`config.mk`:
```
export PLATFORM = sky130hd
export DESIGN_NAME = date_to_epoch_seconds_core
export DESIGN_NICKNAME = d
export VERILOG_FILES = /design/src/rtl/d2e_pkg.sv /design/src/rtl/date_to_epoch_seconds_core.sv /design/src/rtl/d2e_front.sv /design/src/rtl/d2e_queue.sv /design/src/rtl/d2e_back.sv
export SDC_FILE = /design/constraint.sdc
export NUM_CORES = 1
export LEC_CHECK = 0
export BUFFER_PORTS_ARGS = -buffer_cell sky130_fd_sc_hd__buf_2
export CORE_UTILIZATION = 30
export CTS_BUF_LIST = sky130_fd_sc_hd__clkbuf_4 sky130_fd_sc_hd__clkbuf_8
export DETAILED_ROUTE_END_ITERATION = 6
export MAX_ROUTING_LAYER = met4
export SYNTH_ARGS = -nofsm -noshare
export SYNTH_HDL_FRONTEND = slang
export SYNTH_SLANG_ARGS = --single-unit
```
`constraint.sdc`:
```
create_clock -name aclk -period 11.6 [get_ports aclk]
set_input_delay 0.58 -clock aclk [delete_from_list [all_inputs] [get_ports aclk]]
set_output_delay 0.58 -clock aclk [all_outputs]
set_load 0.01 [all_outputs]
```
`src/rtl/d2e_pkg.sv`:
```
// Shared types, constants and calendar tables for the date to epoch converter.
`timescale 1ns / 1ps
`default_nettype none

package d2e_pkg;

    // Calendar constants
    localparam int EPOCH_YEAR        = 1970;
    localparam int MAX_YEAR          = 3000;
    localparam int LEAPS_BELOW_EPOCH = 478;    // leap years in [0, 1970)
    localparam int SEC_PER_DAY       = 86400;
    localparam int SEC_PER_HOUR      = 3600;
    localparam int SEC_PER_MIN       = 60;
    localparam int DAYS_PER_YEAR     = 365;

    // Divide by 100 via reciprocal, exact for 12-bit operands
    localparam int DIV100_MUL   = 5243;
    localparam int DIV100_SHIFT = 19;

    // Default depth of the queue between front and back
    localparam int QUEUE_DEPTH_DEF = 4;

    // Classified word handed from the front to the back
    typedef struct packed {
        logic [11:0] year;
        logic [3:0]  month;
        logic [4:0]  day;
        logic [4:0]  hour;
        logic [5:0]  minute;
        logic [5:0]  second;
        logic        leap;
        logic [10:0] leap_cnt;   // leap years in [0, year)
        logic        valid;
    } d2e_word_t;

    // Queue fill status seen by both neighbors
    typedef struct packed {
        logic full;
        logic empty;
    } d2e_qstat_t;

    // floor(x / 100) for x below 4096
    function automatic logic [5:0] div100(input logic [11:0] x);
        logic [24:0] prod;
        prod = 25'(x) * 25'(DIV100_MUL);
        return prod[24:DIV100_SHIFT];
    endfunction

    // Days in the month, leap February included; zero for a bad month
    function automatic logic [4:0] month_len(input logic [3:0] month, input logic leap);
        logic [4:0] len;
        case (month)
            4'd1, 4'd3, 4'd5, 4'd7, 4'd8, 4'd10, 4'd12: len = 5'd31;
            4'd4, 4'd6, 4'd9, 4'd11:                    len = 5'd30;
            4'd2:    len = leap ? 5'd29 : 5'd28;
            default: len = 5'd0;
        endcase
        return len;
    endfunction

    // Days before the first of the month in a common year
    function automatic logic [8:0] days_before(input logic [3:0] month);
        logic [8:0] d;
        case (month)
            4'd1:    d = 9'd0;
            4'd2:    d = 9'd31;
            4'd3:    d = 9'd59;
            4'd4:    d = 9'd90;
            4'd5:    d = 9'd120;
            4'd6:    d = 9'd151;
            4'd7:    d = 9'd181;
            4'd8:    d = 9'd212;
            4'd9:    d = 9'd243;
            4'd10:   d = 9'd273;
            4'd11:   d = 9'd304;
            4'd12:   d = 9'd334;
            default: d = 9'd0;
        endcase
        return d;
    endfunction

endpackage

`default_nettype wire

```
`src/rtl/date_to_epoch_seconds_core.sv`:
```
// Top level: Gregorian date and time to Unix seconds, front, queue and back.
//
//  channel | direction | handshake          | words
//  s_      | in        | s_valid / s_ready  | cal_year, cal_month, cal_day, clock_hour/minute/second
//  m_      | out       | m_valid / m_ready  | epoch_seconds, date_valid
//
// One word per cycle sustained while the output is not stalled; a word passes the front register,
// the queue, the day-count stage and the seconds multiply into the output register.
// The throughput is set by the front check and the two back stages.
// Synchronous active-low reset empties all stages and the queue.
// An output stall fills the back stages, then the queue (QUEUE_DEPTH words)
// and the front register, then drops s_ready.
`timescale 1ns / 1ps
`default_nettype none

module date_to_epoch_seconds_core import d2e_pkg::*; #(
    parameter int QUEUE_DEPTH = QUEUE_DEPTH_DEF
) (
    input  wire logic        aclk,
    input  wire logic        aresetn,
    input  wire logic        s_valid,
    output logic             s_ready,
    input  wire logic [11:0] s_cal_year,
    input  wire logic [3:0]  s_cal_month,
    input  wire logic [4:0]  s_cal_day,
    input  wire logic [4:0]  s_clock_hour,
    input  wire logic [5:0]  s_clock_minute,
    input  wire logic [5:0]  s_clock_second,
    output logic             m_valid,
    input  wire logic        m_ready,
    output logic [31:0]      m_epoch_seconds,
    output logic             m_date_valid
);

    d2e_qstat_t q_stat;
    d2e_word_t  push_word, pop_word;
    logic       push, pop;

    d2e_front u_front (
        .aclk           (aclk),
        .aresetn        (aresetn),
        .s_valid        (s_valid),
        .s_ready        (s_ready),
        .s_cal_year     (s_cal_year),
        .s_cal_month    (s_cal_month),
        .s_cal_day      (s_cal_day),
        .s_clock_hour   (s_clock_hour),
        .s_clock_minute (s_clock_minute),
        .s_clock_second (s_clock_second),
        .q_stat         (q_stat),
        .push           (push),
        .push_word      (push_word)
    );

    d2e_queue #(
        .DEPTH (QUEUE_DEPTH)
    ) u_queue (
        .aclk      (aclk),
        .aresetn   (aresetn),
        .push      (push),
        .push_word (push_word),
        .pop       (pop),
        .pop_word  (pop_word),
        .q_stat    (q_stat)
    );

    d2e_back u_back (
        .aclk            (aclk),
        .aresetn         (aresetn),
        .q_stat          (q_stat),
        .pop_word        (pop_word),
        .pop             (pop),
        .m_valid         (m_valid),
        .m_ready         (m_ready),
        .m_epoch_seconds (m_epoch_seconds),
        .m_date_valid    (m_date_valid)
    );

endmodule

`default_nettype wire

```
`src/rtl/d2e_front.sv`:
```
// Front end: accepts date words, range-checks them and counts leap years.
`timescale 1ns / 1ps
`default_nettype none

module d2e_front import d2e_pkg::*; (
    input  wire logic        aclk,
    input  wire logic        aresetn,
    input  wire logic        s_valid,
    output logic             s_ready,
    input  wire logic [11:0] s_cal_year,
    input  wire logic [3:0]  s_cal_month,
    input  wire logic [4:0]  s_cal_day,
    input  wire logic [4:0]  s_clock_hour,
    input  wire logic [5:0]  s_clock_minute,
    input  wire logic [5:0]  s_clock_second,
    input  wire d2e_qstat_t  q_stat,
    output logic             push,
    output d2e_word_t        push_word
);

    logic        f_valid_reg, f_valid_next;
    d2e_word_t   f_word_reg, f_word_next;
    logic        adv;

    logic [11:0] year_m1;
    logic [5:0]  q100_y, q100_m;
    logic [3:0]  q400_y, q400_m;
    logic        by100, by400, leap;
    logic [4:0]  mlen;
    logic        ok;

    // Stage moves when empty or when the queue takes its word
    assign push    = f_valid_reg && !q_stat.full;
    assign adv     = !f_valid_reg || !q_stat.full;
    assign s_ready = adv;

    // Leap rule: a year is a multiple of 100 (400) when its quotient
    // differs from that of the year before; year zero is leap
    always_comb begin
        year_m1 = s_cal_year - 12'd1;
        q100_y  = div100(s_cal_year);
        q100_m  = div100(year_m1);
        q400_y  = q100_y[5:2];
        q400_m  = q100_m[5:2];
        by100   = (q100_y != q100_m);
        by400   = (q400_y != q400_m);
        leap    = (s_cal_year == 12'd0) ||
                  ((s_cal_year[1:0] == 2'd0) && (!by100 || by400));
        mlen    = month_len(s_cal_month, leap);
        ok      = (s_cal_year <= 12'(MAX_YEAR)) &&
                  (s_cal_month inside {[4'd1:4'd12]}) &&
                  (s_cal_day != 5'd0) && (s_cal_day <= mlen) &&
                  (s_clock_hour <= 5'd24) &&
                  (s_clock_minute <= 6'd60) &&
                  (s_clock_second <= 6'd60);

        f_word_next.year   = s_cal_year;
        f_word_next.month  = s_cal_month;
        f_word_next.day    = s_cal_day;
        f_word_next.hour   = s_clock_hour;
        f_word_next.minute = s_clock_minute;
        f_word_next.second = s_clock_second;
        f_word_next.leap   = leap;
        f_word_next.valid  = ok;
        // leaps below y: 1 + (y-1)/4 - (y-1)/100 + (y-1)/400
        if (s_cal_year == 12'd0) begin
            f_word_next.leap_cnt = 11'd0;
        end else begin
            f_word_next.leap_cnt = 11'd1 + 11'(year_m1[11:2]) - 11'(q100_m) + 11'(q400_m);
        end

        f_valid_next = adv ? s_valid : f_valid_reg;
    end

    // Control
    always_ff @(posedge aclk) begin
        if (!aresetn) begin
            f_valid_reg <= 1'b0;
        end else begin
            f_valid_reg <= f_valid_next;
        end
    end

    // Payload
    always_ff @(posedge aclk) begin
        if (adv) begin
            f_word_reg <= f_word_next;
        end
    end

    assign push_word = f_word_reg;

endmodule

`default_nettype wire

```
`src/rtl/d2e_queue.sv`:
```
// Small FIFO that decouples the front end from the arithmetic back end.
`timescale 1ns / 1ps
`default_nettype none

module d2e_queue import d2e_pkg::*; #(
    parameter int DEPTH = QUEUE_DEPTH_DEF
) (
    input  wire logic      aclk,
    input  wire logic      aresetn,
    input  wire logic      push,
    input  wire d2e_word_t push_word,
    input  wire logic      pop,
    output d2e_word_t      pop_word,
    output d2e_qstat_t     q_stat
);

    localparam int AW = (DEPTH > 1) ? $clog2(DEPTH) : 1;
    localparam int CW = $clog2(DEPTH + 1);

    d2e_word_t       mem [DEPTH];
    logic [AW-1:0]   wr_ptr_reg, wr_ptr_next;
    logic [AW-1:0]   rd_ptr_reg, rd_ptr_next;
    logic [CW-1:0]   count_reg, count_next;

    // Pointer wrap at DEPTH, count tracks occupancy
    always_comb begin
        wr_ptr_next = wr_ptr_reg;
        rd_ptr_next = rd_ptr_reg;
        count_next  = count_reg;
        if (push) begin
            wr_ptr_next = (wr_ptr_reg == AW'(DEPTH - 1)) ? '0 : wr_ptr_reg + AW'(1);
        end
        if (pop) begin
            rd_ptr_next = (rd_ptr_reg == AW'(DEPTH - 1)) ? '0 : rd_ptr_reg + AW'(1);
        end
        if (push && !pop) begin
            count_next = count_reg + CW'(1);
        end else if (pop && !push) begin
            count_next = count_reg - CW'(1);
        end
    end

    always_ff @(posedge aclk) begin
        if (!aresetn) begin
            wr_ptr_reg <= '0;
            rd_ptr_reg <= '0;
            count_reg  <= '0;
        end else begin
            wr_ptr_reg <= wr_ptr_next;
            rd_ptr_reg <= rd_ptr_next;
            count_reg  <= count_next;
        end
    end

    always_ff @(posedge aclk) begin
        if (push) begin
            mem[wr_ptr_reg] <= push_word;
        end
    end

    assign pop_word     = mem[rd_ptr_reg];
    assign q_stat.full  = (count_reg == CW'(DEPTH));
    assign q_stat.empty = (count_reg == '0);

    // No overflow or underflow
    a_no_overflow: assert property (@(posedge aclk) disable iff (!aresetn)
        push |-> (count_reg < CW'(DEPTH)))
        else $error("queue push while full");
    a_no_underflow: assert property (@(posedge aclk) disable iff (!aresetn)
        pop |-> (count_reg != '0))
        else $error("queue pop while empty");
    // Occupancy never passes the depth
    a_count_range: assert property (@(posedge aclk) disable iff (!aresetn)
        count_reg <= CW'(DEPTH))
        else $error("queue count out of range");

endmodule

`default_nettype wire

```
`src/rtl/d2e_back.sv`:
```
// Back end: day count, then seconds, into the output register.
`timescale 1ns / 1ps
`default_nettype none

module d2e_back import d2e_pkg::*; (
    input  wire logic      aclk,
    input  wire logic      aresetn,
    input  wire d2e_qstat_t q_stat,
    input  wire d2e_word_t pop_word,
    output logic           pop,
    output logic           m_valid,
    input  wire logic      m_ready,
    output logic [31:0]    m_epoch_seconds,
    output logic           m_date_valid
);

    // Stage 1 registers: days from epoch and seconds of day
    logic               b1_valid_reg, b1_valid_next;
    logic signed [21:0] b1_days_reg, b1_days_next;
    logic [16:0]        b1_tod_reg, b1_tod_next;
    logic               b1_ok_reg;

    // Output registers
    logic               out_valid_reg, out_valid_next;
    logic [31:0]        out_secs_reg, out_secs_next;
    logic               out_ok_reg;

    logic               out_adv, b1_adv;
    logic signed [12:0] year_off;
    logic signed [21:0] year_days;
    logic [31:0]        days_ext;

    assign out_adv = !out_valid_reg || m_ready;
    assign b1_adv  = !b1_valid_reg || out_adv;
    assign pop     = b1_adv && !q_stat.empty;

    // Day count and time of day
    always_comb begin
        year_off     = $signed({1'b0, pop_word.year}) - 13'sd1970;
        year_days    = 22'(year_off) * 22'sd365;
        b1_days_next = year_days
                     + $signed({11'd0, pop_word.leap_cnt})
                     - 22'sd478
                     + $signed({13'd0, days_before(pop_word.month)})
                     + $signed({21'd0, pop_word.leap && (pop_word.month > 4'd2)})
                     + $signed({17'd0, pop_word.day})
                     - 22'sd1;
        b1_tod_next  = 17'(pop_word.hour) * 17'(SEC_PER_HOUR)
                     + 17'(pop_word.minute) * 17'(SEC_PER_MIN)
                     + 17'(pop_word.second);
        b1_valid_next = b1_adv ? !q_stat.empty : b1_valid_reg;
    end

    // Seconds modulo 2^32, zero for a rejected word
    always_comb begin
        days_ext      = {{10{b1_days_reg[21]}}, b1_days_reg};
        out_secs_next = b1_ok_reg ? (days_ext * 32'(SEC_PER_DAY) + 32'(b1_tod_reg)) : 32'd0;
        out_valid_next = out_adv ? b1_valid_reg : out_valid_reg;
    end

    always_ff @(posedge aclk) begin
        if (!aresetn) begin
            b1_valid_reg  <= 1'b0;
            out_valid_reg <= 1'b0;
        end else begin
            b1_valid_reg  <= b1_valid_next;
            out_valid_reg <= out_valid_next;
        end
    end

    always_ff @(posedge aclk) begin
        if (pop) begin
            b1_days_reg <= b1_days_next;
            b1_tod_reg  <= b1_tod_next;
            b1_ok_reg   <= pop_word.valid;
        end
        if (out_adv && b1_valid_reg) begin
            out_secs_reg <= out_secs_next;
            out_ok_reg   <= b1_ok_reg;
        end
    end

    assign m_valid         = out_valid_reg;
    assign m_epoch_seconds = out_secs_reg;
    assign m_date_valid    = out_ok_reg;

    // Rejected dates read as zero
    a_zero_on_bad: assert property (@(posedge aclk) disable iff (!aresetn)
        (m_valid && !m_date_valid) |-> (m_epoch_seconds == 32'd0))
        else $error("rejected date with nonzero seconds");
    // A word in stage 1 is held while the output is stalled
    a_b1_hold: assert property (@(posedge aclk) disable iff (!aresetn)
        (b1_valid_reg && !out_adv) |=> (b1_valid_reg && $stable(b1_days_reg)))
        else $error("stage 1 word lost under stall");
    // A result word stays put until it is taken
    a_out_hold: assert property (@(posedge aclk) disable iff (!aresetn)
        (m_valid && !m_ready) |=> (m_valid && $stable(m_epoch_seconds)
                                   && $stable(m_date_valid)))
        else $error("result word changed while stalled");

endmodule

`default_nettype wire

```
==> results of run 1 <==
final cells by class:
| type | count | area, sq um |
|---|---|---|
| clock buffers | 74 | 912.1 |
| inverters | 548 | 2057 |
| multi-input cells | 1412 | 15660 |
| repair buffers | 82 | 425.4 |
| diodes | 4 | 10.01 |
| well taps | 1243 | 1555 |
| flip-flops and latches | 340 | 10090 |
| clock inverters | 30 | 270.3 |
| fillers | 9151 | 60820 |
logic make-up after synthesis:
group           count (synthesis)
buf+inv                       572
xor+xnor                      135
flops                         340
compound gates                260
simple gates                  314
mux                            65
fa+ha+maj                     638
through the flow:
stage	worst slack, ns	utilization	hold WS (ns)	instance area, sq um
finish	2.578	0.3375	0.1488	30990
global route	1.886	0.3375	0.09746	30980
detailed placement	1.898	0.3245	0.4859	29790
floorplan	2.758	-	0.4587	27880
global placement	2.025	0.3245	0.4772	29790
CTS	2.588	0.3374	0.08221	30980
synthesized netlist by cell type, types with 3 or more instances:
cell type and instances:
sky130_fd_sc_hd__a211o_1 4, sky130_fd_sc_hd__a211oi_1 5, sky130_fd_sc_hd__or3_1 11, sky130_fd_sc_hd__o21a_1 12
sky130_fd_sc_hd__o22ai_1 3, sky130_fd_sc_hd__and3_1 10, sky130_fd_sc_hd__o21bai_1 18, sky130_fd_sc_hd__mux2i_1 10
sky130_fd_sc_hd__o21ai_0 35, sky130_fd_sc_hd__a31oi_1 12, sky130_fd_sc_hd__nand3b_1 8, sky130_fd_sc_hd__a2111oi_0 6
sky130_fd_sc_hd__nor2b_1 17, sky130_fd_sc_hd__o21ai_1 5, sky130_fd_sc_hd__nand2b_1 7, sky130_fd_sc_hd__nor3_1 27
sky130_fd_sc_hd__mux2_2 3, sky130_fd_sc_hd__buf_2 3, sky130_fd_sc_hd__xnor2_1 102, sky130_fd_sc_hd__a21boi_0 6
sky130_fd_sc_hd__inv_1 548, sky130_fd_sc_hd__fa_1 237, sky130_fd_sc_hd__o311ai_0 4, sky130_fd_sc_hd__edfxtp_1 328
sky130_fd_sc_hd__and4_1 4, sky130_fd_sc_hd__buf_1 4, sky130_fd_sc_hd__or4_1 3, sky130_fd_sc_hd__a21o_1 25
sky130_fd_sc_hd__nand4_1 15, sky130_fd_sc_hd__nand3_1 20, sky130_fd_sc_hd__a21boi_1 3, sky130_fd_sc_hd__xor2_1 32
sky130_fd_sc_hd__nor2_1 79, sky130_fd_sc_hd__o211ai_1 8, sky130_fd_sc_hd__dfxtp_1 12, sky130_fd_sc_hd__a21oi_1 82
sky130_fd_sc_hd__and2_1 31, sky130_fd_sc_hd__nand2_1 59, sky130_fd_sc_hd__or2_2 5, sky130_fd_sc_hd__o31a_1 3
sky130_fd_sc_hd__mux4_2 51, sky130_fd_sc_hd__ha_1 401, sky130_fd_sc_hd__clkbuf_1 16, sky130_fd_sc_hd__nor4_1 9
layer usage:
layer / GRT usage / vias to the layer above / routed length [microns]
li1: - / 8112 / -
met3: 0.01833 / 59 / 1900
met4: 0.02279 / 0 / 777
met2: 0.1958 / 167 / 25080
met5: - / - / 0
met1: 0.1548 / 7755 / 24870
how the worst max path moves through the flow:
stage	from	to	slack, ns
6_report	s_cal_year[0]	u_front.push_word[11]	2.58
3_3_place_gp	s_cal_year[0]	u_front.push_word[11]	2.02
4_1_cts	s_cal_year[0]	u_front.push_word[11]	2.59
2_1_floorplan	s_cal_year[0]	u_front.push_word[11]	2.76
3_5_place_dp	s_cal_year[0]	u_front.push_word[11]	1.90
5_1_grt	s_cal_year[0]	u_front.push_word[11]	1.89
worst max-delay path, delay by kind of cell:
kind	cells	cell delay [ns]
xor gates and xnor gates	3	0.59
buffers and inverters	9	0.76
AOI/OAI and AO/OA	12	2.13
adders and majority gates	10	3.84
and+or+nand+nor	8	1.46
==> reports/qor.yml, run 1 <==
clocking:
  cts-buffers-inserted: 55
  clock_insertion_delay_at_the_later_pin_of_the_skew_report_ns: 0.64
  cts_tree: "yes"
  post_cts_resized: 0
  clock_tree.buffer_depth: 3
  clk_pin_slew_ns: 0.06
  tritoncts_num_sinks: 340
  postCtsSetupBuffers: 0
  cts_root_buf: "sky130_fd_sc_hd__clkbuf_8"
  cts.hold.buffers_added: 0
  h-tree-depth: 2
hold_path:
  min_path_type: "in2reg"
  min_delay_worst_endpoint: "u_front.push_word[18]"
  hp-start: "s_clock_second[5]"
  instance_count_along_the_most_critical_hold_path: 1
job:
  max_cap_violation_count: 0
die:
  die-height_microns: 306.8
  die-area_sq_um: 94140
  die_w_microns: 306.8
  core-area_sq_um: 91800
  ios: 77
  core.rowCount: 111
  floorplan.initialDensity: 0.3036
outcome:
  status: "finished clean"
finish:
  most-common-layout-cells: "sky130_fd_sc_hd__inv_1, sky130_fd_sc_hd__ha_1, sky130_fd_sc_hd__edfxtp_1, sky130_fd_sc_hd__fa_1, sky130_fd_sc_hd__xnor2_1"
  post_route_cells_drive_above_1_share: 0.1026
  largest_register: "u_queue.mem"
  layout.nets: 3119
  layout_commonest_cell: "sky130_fd_sc_hd__inv_1"
  largest_register_ff_count: 204
  post_layout_nonfiller_instances: 3733
  syn_to_final_growth_pct: 11.16
synth:
  synth_fa_ha_area_frac: 0.3502
  synth.mux.area_fraction: 0.04655
  synth_seq_area_share: 0.3620
  synth_compound_gate_area_share: 0.06324
  synth.avg_cell_area_sq_um: 11.99
  synth_cell_type_count: 77
  synth_seq_cells: 340
  ys_warn_count: 0
  ys_top_cells_by_area: "sky130_fd_sc_hd__edfxtp_1, sky130_fd_sc_hd__ha_1, sky130_fd_sc_hd__fa_1, sky130_fd_sc_hd__inv_1, sky130_fd_sc_hd__mux4_2"
  post_synth_and_or_nand_nor_area_fraction: 0.05795
  synth_top_family_by_area: "adder cells"
  synth_top_flop_cell: "sky130_fd_sc_hd__edfxtp_1"
  syn_area_sq_um: 27880
  synth_largest_type_area_fraction: 0.3533
  synthDominantAreaCellType: "sky130_fd_sc_hd__edfxtp_1"
  syn-num-nets: 3004
  synth_xor_area_frac: 0.04269
  synthCells: 2324
  edff_count_synth: 328
  synth_async_sr_flop_share: 0
timing:
  totalNegativeSetupSlack_ns: 0
  final.period_utilization: 0.7778
  finalHoldViolCount: 0
  fin_crit_ns: 9.022
  fmaxAchievable_mhz: 110.8
  setup-violations-final: 0
  worst-slew-pin-transition_ns: 1.059
  finalMaxSlewViolations: 0
  max_slew_headroom: 0.2941
  finClkSkew_ns: 0.03192
  rsz0062_at_grt: "no"
routing:
  wirelength_microns: 52620
  drt_iter0_markers: 615
  route.antenna.remaining_nets: 0
  vias: 16093
  dr.pass1.iters: 5
  number_of_drc_violations_after_detailed_routing: 0
  vias_per_cell: 4.311
  detail_route.wl_per_cell_microns: 14.10
grt:
  antenna_violations_before_repair: 7
  grt_first_pass_wirelength_microns: 87270
  gr-total-overflow: 0
  first_global_vias: 16859
  largest_net_degree_at_the_start_of_global_routing: 53
  grt_util_all_layers: 0.1187
worst_setup_path:
  rr_endpoint: "u_back.b1_days_reg[20]"
  cp_max_fo: 14
  worstSetupStartpointType: "input port"
  setup.worst_path.class: "in2reg"
  critical_path.max_stage_delay_ns: 0.53
  crit_path_top_delay_cell: "sky130_fd_sc_hd__fa_1"
  rrSetupSlack_ns: 3.94
  cp.required_ns: 11.97
  worstSetupEndpointType: "register"
  crit_path_frequent_cell: "sky130_fd_sc_hd__inv_1"
  critical_path_arrival_ns: 9.39
  ff2ff_path_depth: 22
placed_design:
  gp_congestion: 0.8513
  dpl.hpwl_microns: 41430
  place_inst: 3625
  portBuffers: 76
Power of run 1 is not shown: default switching activity piles up to over one toggle a cycle in this logic, so the estimate is an artifact.
==> inputs of run 2 (changes only) <==
ABC_AREA = 1   (was unset)
clock period = 9.43 ns   (was 11.6 ns; I/O delays follow)
==> reports/qor.yml, run 2 <==
timing:
  max_slew_headroom: 0.2785  # -0.01563
  finalHoldViolCount: 0  # unchanged
  fin_crit_ns: 8.367
  worst-slew-pin-transition_ns: 1.076  # +0.01698 ns
  final.period_utilization: 0.8873
  setup-violations-final: 0  # unchanged
  rsz0062_at_grt: "no"
  finalMaxSlewViolations: 0  # unchanged
  fmaxAchievable_mhz: 119.5
  totalNegativeSetupSlack_ns: 0  # unchanged
  finClkSkew_ns: 0.04699  # +0.01507 ns
die:
  die-area_sq_um: 97890  # +4.0%
  die-height_microns: 312.9  # +2.0%
  core.rowCount: 113  # +1.8%
  floorplan.initialDensity: 0.3038  # about the same
  die_w_microns: 312.9  # +2.0%
  core-area_sq_um: 95440  # +4.0%
  ios: 77  # unchanged
routing:
  dr.pass1.iters: 5  # unchanged
  wirelength_microns: 62120  # +18%
  vias: 19478  # +21%
  route.antenna.remaining_nets: 0  # unchanged
  vias_per_cell: 4.373  # +1.4%
  detail_route.wl_per_cell_microns: 13.95  # -1.1%
  drt_iter0_markers: 815  # +33%
  number_of_drc_violations_after_detailed_routing: 0  # unchanged
finish:
  final.fill_count: 9700  # +6.0%
  multi_input_comb_area_sq_um: 16170  # +3.2%
  post_route_cells_drive_above_1_share: 0.06916  # -0.03341
  post_layout_nonfiller_instances: 4454  # +19%
  layout.area.seq_sq_um: 10090  # about the same
  post-route-cell-area_sq_um: 32430  # +4.7%
  largest_register_ff_count: 204  # unchanged
  layout_commonest_cell: "sky130_fd_sc_hd__inv_1"
  syn_to_final_growth_pct: 11.84
  most-common-layout-cells: "sky130_fd_sc_hd__inv_1, sky130_fd_sc_hd__nand2_1, sky130_fd_sc_hd__ha_1, sky130_fd_sc_hd__edfxtp_1, sky130_fd_sc_hd__fa_1"
  largest_register: "u_queue.mem"
  layout.nets: 3819  # +22%
worst_setup_path:
  crit_path_top_delay_cell: "sky130_fd_sc_hd__fa_1"
  ff2ff_path_depth: 27  # +23%
  cp_max_fo: 10  # -4
  cp.required_ns: 9.89  # -2.08 ns
  worstSetupEndpointType: "register"
  rrSetupSlack_ns: 2.08  # -1.86 ns
  critical_path.max_stage_delay_ns: 0.54  # about the same
  rr_endpoint: "u_back.b1_days_reg[13]"
  worst_path_dominant_cell_family: "adder cells"
  crit_path_frequent_cell: "sky130_fd_sc_hd__inv_1"
  setup.worst_path.class: "in2reg"
  timing.critical_path.buf_inv: 10  # +1
  worstSetupStartpointType: "input port"
  critical_path_arrival_ns: 8.83  # -0.56 ns
clocking:
  clock_tree.buffer_depth: 3  # unchanged
  clock_insertion_delay_at_the_later_pin_of_the_skew_report_ns: 0.66  # +0.02 ns
  postCtsSetupBuffers: 0  # unchanged
  h-tree-depth: 2  # unchanged
  cts-buffers-inserted: 56  # +1.8%
  tritoncts_num_sinks: 340  # unchanged
  cts_tree: "yes"
  cts_root_buf: "sky130_fd_sc_hd__clkbuf_8"
  clk_pin_slew_ns: 0.06  # about the same
synth:
  syn-num-nets: 3676  # +22%
  synth_async_sr_flop_share: 0  # unchanged
  ys_warn_count: 0  # unchanged
  edff_count_synth: 328  # unchanged
  synthMostInstantiatedCell: "sky130_fd_sc_hd__inv_1"
  synth_cell_type_count: 57  # -26%
  synthCells: 2996  # +29%
  synth.avg_cell_area_sq_um: 9.678  # -19%
  synthDominantAreaCellType: "sky130_fd_sc_hd__edfxtp_1"
  syn_area_sq_um: 28990  # +4.0%
  synth_seq_cells: 340  # unchanged
  synth_largest_type_area_fraction: 0.3397  # -0.01363
  ys_top_cells_by_area: "sky130_fd_sc_hd__edfxtp_1, sky130_fd_sc_hd__ha_1, sky130_fd_sc_hd__fa_1, sky130_fd_sc_hd__inv_1, sky130_fd_sc_hd__nand2_1"
  yosys-top-cells-count: "sky130_fd_sc_hd__inv_1, sky130_fd_sc_hd__nand2_1, sky130_fd_sc_hd__ha_1"
  synth_seq_area_share: 0.3480  # -0.01396
  synth_top_flop_cell: "sky130_fd_sc_hd__edfxtp_1"
grt:
  first_global_vias: 20177  # +20%
  gr-total-overflow: 0  # unchanged
  largest_net_degree_at_the_start_of_global_routing: 80  # +51%
  grt_first_pass_wirelength_microns: 103400  # +19%
  grt_util_all_layers: 0.1344  # +0.01574
  antenna_violations_before_repair: 10  # +3
placed_design:
  portBuffers: 76  # unchanged
  gp_congestion: 0.8877  # +4.3%
  place_inst: 4322  # +19%
  dpl-instance-area_sq_um: 30980  # +4.0%
  dpl.hpwl_microns: 49610  # +20%
hold_path:
  instance_count_along_the_most_critical_hold_path: 1  # unchanged
  min_path_type: "in2reg"
  min_delay_worst_endpoint: "u_front.push_word[35]"
  hp-start: "s_cal_month[0]"
job:
  max_cap_violation_count: 0  # unchanged
outcome:
  status: "finished clean"
==> run 2: cell count changes after synthesis, moves of 17 or more <==
| cell | change |
|---|---|
| sky130_fd_sc_hd__nand2_1 | +389 |
| sky130_fd_sc_hd__inv_1 | +148 |
| sky130_fd_sc_hd__o21ai_0 | +107 |
| sky130_fd_sc_hd__nor2_1 | +102 |
| sky130_fd_sc_hd__a21oi_1 | +87 |
| sky130_fd_sc_hd__xnor2_1 | -77 |
| sky130_fd_sc_hd__nand3_1 | +59 |
| sky130_fd_sc_hd__mux4_2 | -51 |
| sky130_fd_sc_hd__and2_1 | -29 |
| sky130_fd_sc_hd__xor2_1 | +29 |
| sky130_fd_sc_hd__o22ai_1 | +28 |
| sky130_fd_sc_hd__a21o_1 | -19 |
| sky130_fd_sc_hd__nor2b_1 | -17 |
==> run 2: final cells by class <==
cell class,count,area share
diodes,8,0.0006174
clock buffers,69,0.02678
clock inverters,31,0.009685
inverters,696,0.08056
multi-input cells,1925,0.4986
flip-flops and latches,340,0.3112
well taps,1265,0.04881
repair buffers,120,0.02377
==> run 2: worst max path at each step <==
stage,start,endpoint,cells after the start
after floorplan,s_cal_year[0],u_front.push_word[11],40
after global placement,s_cal_year[0],u_front.push_word[11],42
after detailed placement,s_cal_year[0],u_front.push_word[11],42
after CTS,s_cal_year[0],u_front.push_word[11],42
after global routing,s_cal_year[0],u_front.push_word[11],42
final,s_cal_year[0],u_front.push_word[11],42
==> run 2: kinds of logic (layout without fill, tap and decap cells) <==
family / count (synthesis) / after routing / share of synthesized area
flops: 340 / 340 / 0.3480
compound gates: 415 / 415 / 0.08078
fa+ha+maj: 638 / 638 / 0.3367
other cells: 0 / 8 / 0
simple gates: 786 / 786 / 0.1126
buf+inv: 731 / 916 / 0.09597
xor+xnor: 86 / 86 / 0.02598
==> run 2: through the flow <==
stage / setup slack [ns] / hold WS (ns) / utilization
finish: 1.063 / 0.06303 / 0.3398
global route: 0.2496 / 0.01507 / 0.3398
CTS: 1.140 / 0.003023 / 0.3396
detailed placement: 0.5081 / 0.4880 / 0.3247
global placement: 0.6284 / 0.4797 / 0.3247
floorplan: 1.661 / 0.4513 / -
==> run 2: per-layer routing <==
layer  GRT usage  up-vias  part of all wire
met3     0.01859      102             0.034
li1            -    10014                 -
met1      0.1638     9100              0.45
met5           -        -                 0
met4     0.04058        0             0.028
met2      0.2300      262              0.49
==> run 2: what timing repair did <==
item / CTS / global route
setup endpoints to repair: 0 / 0
gates resized for setup: 0 / 0
hold buffers: 24 / 0
endpoints found under the hold margin: 24 / 0
Power of run 2 is left out for the same reason.
==> inputs of run 3 (changes only) <==
clock period = 10 ns   (was 9.43 ns; I/O delays follow)
==> reports/qor.yml, run 3 (synthesis results as in run 2) <==
outcome:
  status: "finished clean"
grt:
  antenna_violations_before_repair: 9  # -1
  grt_util_all_layers: 0.1363  # +0.001905
  gr-total-overflow: 0  # unchanged
  grt_first_pass_wirelength_microns: 104500  # +1.0%
  first_global_vias: 20163  # -0.069%
  largest_net_degree_at_the_start_of_global_routing: 87  # +8.8%
timing:
  max_slew_headroom: 0.2711  # -0.007328
  hold-worst-slack_ns: 0.07796  # +0.01493 ns
  finClkSkew_ns: 0.06038  # +0.01339 ns
  finalMaxSlewViolations: 0  # unchanged
  totalNegativeSetupSlack_ns: 0  # unchanged
  fmaxAchievable_mhz: 120.4
  worst-slew-pin-transition_ns: 1.087  # +0.01093 ns
  setup-violations-final: 0  # unchanged
  finalHoldViolCount: 0  # unchanged
  rsz0062_at_grt: "no"
  fin_crit_ns: 8.305
  final.period_utilization: 0.8305
job:
  max_cap_violation_count: 0  # unchanged
placed_design:
  dpl.hpwl_microns: 49770  # +0.32%
  gp_congestion: 0.8851  # -0.29%
  portBuffers: 76  # unchanged
routing:
  dr.pass1.iters: 5  # unchanged
  wirelength_microns: 62800  # +1.1%
  number_of_drc_violations_after_detailed_routing: 0  # unchanged
  vias: 19628  # +0.77%
  vias_per_cell: 4.411  # +0.86%
  route.antenna.remaining_nets: 0  # unchanged
  detail_route.wl_per_cell_microns: 14.11  # +1.2%
  drt_iter0_markers: 1157  # +42%
clocking:
  cts-buffers-inserted: 57  # +1.8%
  tritoncts_num_sinks: 340  # unchanged
  cts_tree: "yes"
  clock_tree.buffer_depth: 3  # unchanged
  clk_pin_slew_ns: 0.06  # about the same
  postCtsSetupBuffers: 0  # unchanged
  h-tree-depth: 2  # unchanged
  clock_insertion_delay_at_the_later_pin_of_the_skew_report_ns: 0.68  # +0.02 ns
  cts_root_buf: "sky130_fd_sc_hd__clkbuf_8"
finish:
  most-common-layout-cells: "sky130_fd_sc_hd__inv_1, sky130_fd_sc_hd__nand2_1, sky130_fd_sc_hd__ha_1, sky130_fd_sc_hd__edfxtp_1, sky130_fd_sc_hd__fa_1"
  layout.nets: 3813  # -0.16%
  syn_to_final_growth_pct: 11.86  # about the same
  layout_commonest_cell: "sky130_fd_sc_hd__inv_1"
  largest_register_ff_count: 204  # unchanged
  largest_register: "u_queue.mem"
  post-route-util: 0.3398  # about the same
  post_route_cells_drive_above_1_share: 0.06830  # -0.0008572
die:
  die-area_sq_um: 97890  # unchanged
  die_w_microns: 312.9  # unchanged
  die-height_microns: 312.9  # unchanged
  floorplan.initialDensity: 0.3038  # unchanged
  core.rowCount: 113  # unchanged
  ios: 77  # unchanged
  core-area_sq_um: 95440  # unchanged
worst_setup_path:
  timing.critical_path.buf_inv: 10  # unchanged
  setup.worst_path.class: "in2reg"
  worstSetupStartpointType: "input port"
  worstSetupEndpointType: "register"
  cp.required_ns: 10.52  # +0.63 ns
  critical_path_arrival_ns: 8.82  # about the same
  cp_max_fo: 8  # -2
  critical_path.max_stage_delay_ns: 0.54  # about the same
  crit_path_top_delay_cell: "sky130_fd_sc_hd__fa_1"
  crit_path_frequent_cell: "sky130_fd_sc_hd__inv_1"
  worst_path_dominant_cell_family: "adder cells"
hold_path:
  min_path_type: "in2reg"
run 3: timing repair:
action,CTS,global route
hold endpoints to repair,25,0
hold buffers,25,0
gates resized for setup,0,0
run 3: area by class of cell:
class,instances,area [sq um]
clock buffer,70,882.1
antenna,8,20.02
timing repair buffer,113,720.7
inverter,696,2613
multi-input combinational,1925,16170
fill,9710,63000
sequential,340,10090
tap,1265,1583
clock inverter,33,356.6
run 3: path summary, 6_finish.rpt:
kind                                           start                      to  slack [ns]  cells after the start
worst min register to register  u_front.push_word[7]       u_queue.mem[3][7]        0.49                      0
worst max-delay path                   s_cal_year[1]   u_front.push_word[11]        1.69                     42
worst min-delay path                  s_cal_month[3]   u_front.push_word[38]        0.08                      1
worst max register to register              register  u_back.b1_days_reg[13]        2.70                     27
run 3: per-layer routing:
metal / wire length (microns) / GRT usage
met1: 28220 / 0.1658
met2: 30110 / 0.2292
met3: 2327 / 0.01992
met4: 2146 / 0.04922
met5: 0 / -
run 3: metrics by stage:
step           cell area, sq um  cells  worst slack, ns
3_3_place_gp              30920   4314            1.171
6_report                  32430   4450            1.695
5_1_grt                   32430   4450           0.9097
3_5_place_dp              30920   4314            1.108
4_1_cts                   32410   4442            1.784
2_1_floorplan             28990   2996            2.203
Power of run 3 is left out for the same reason.
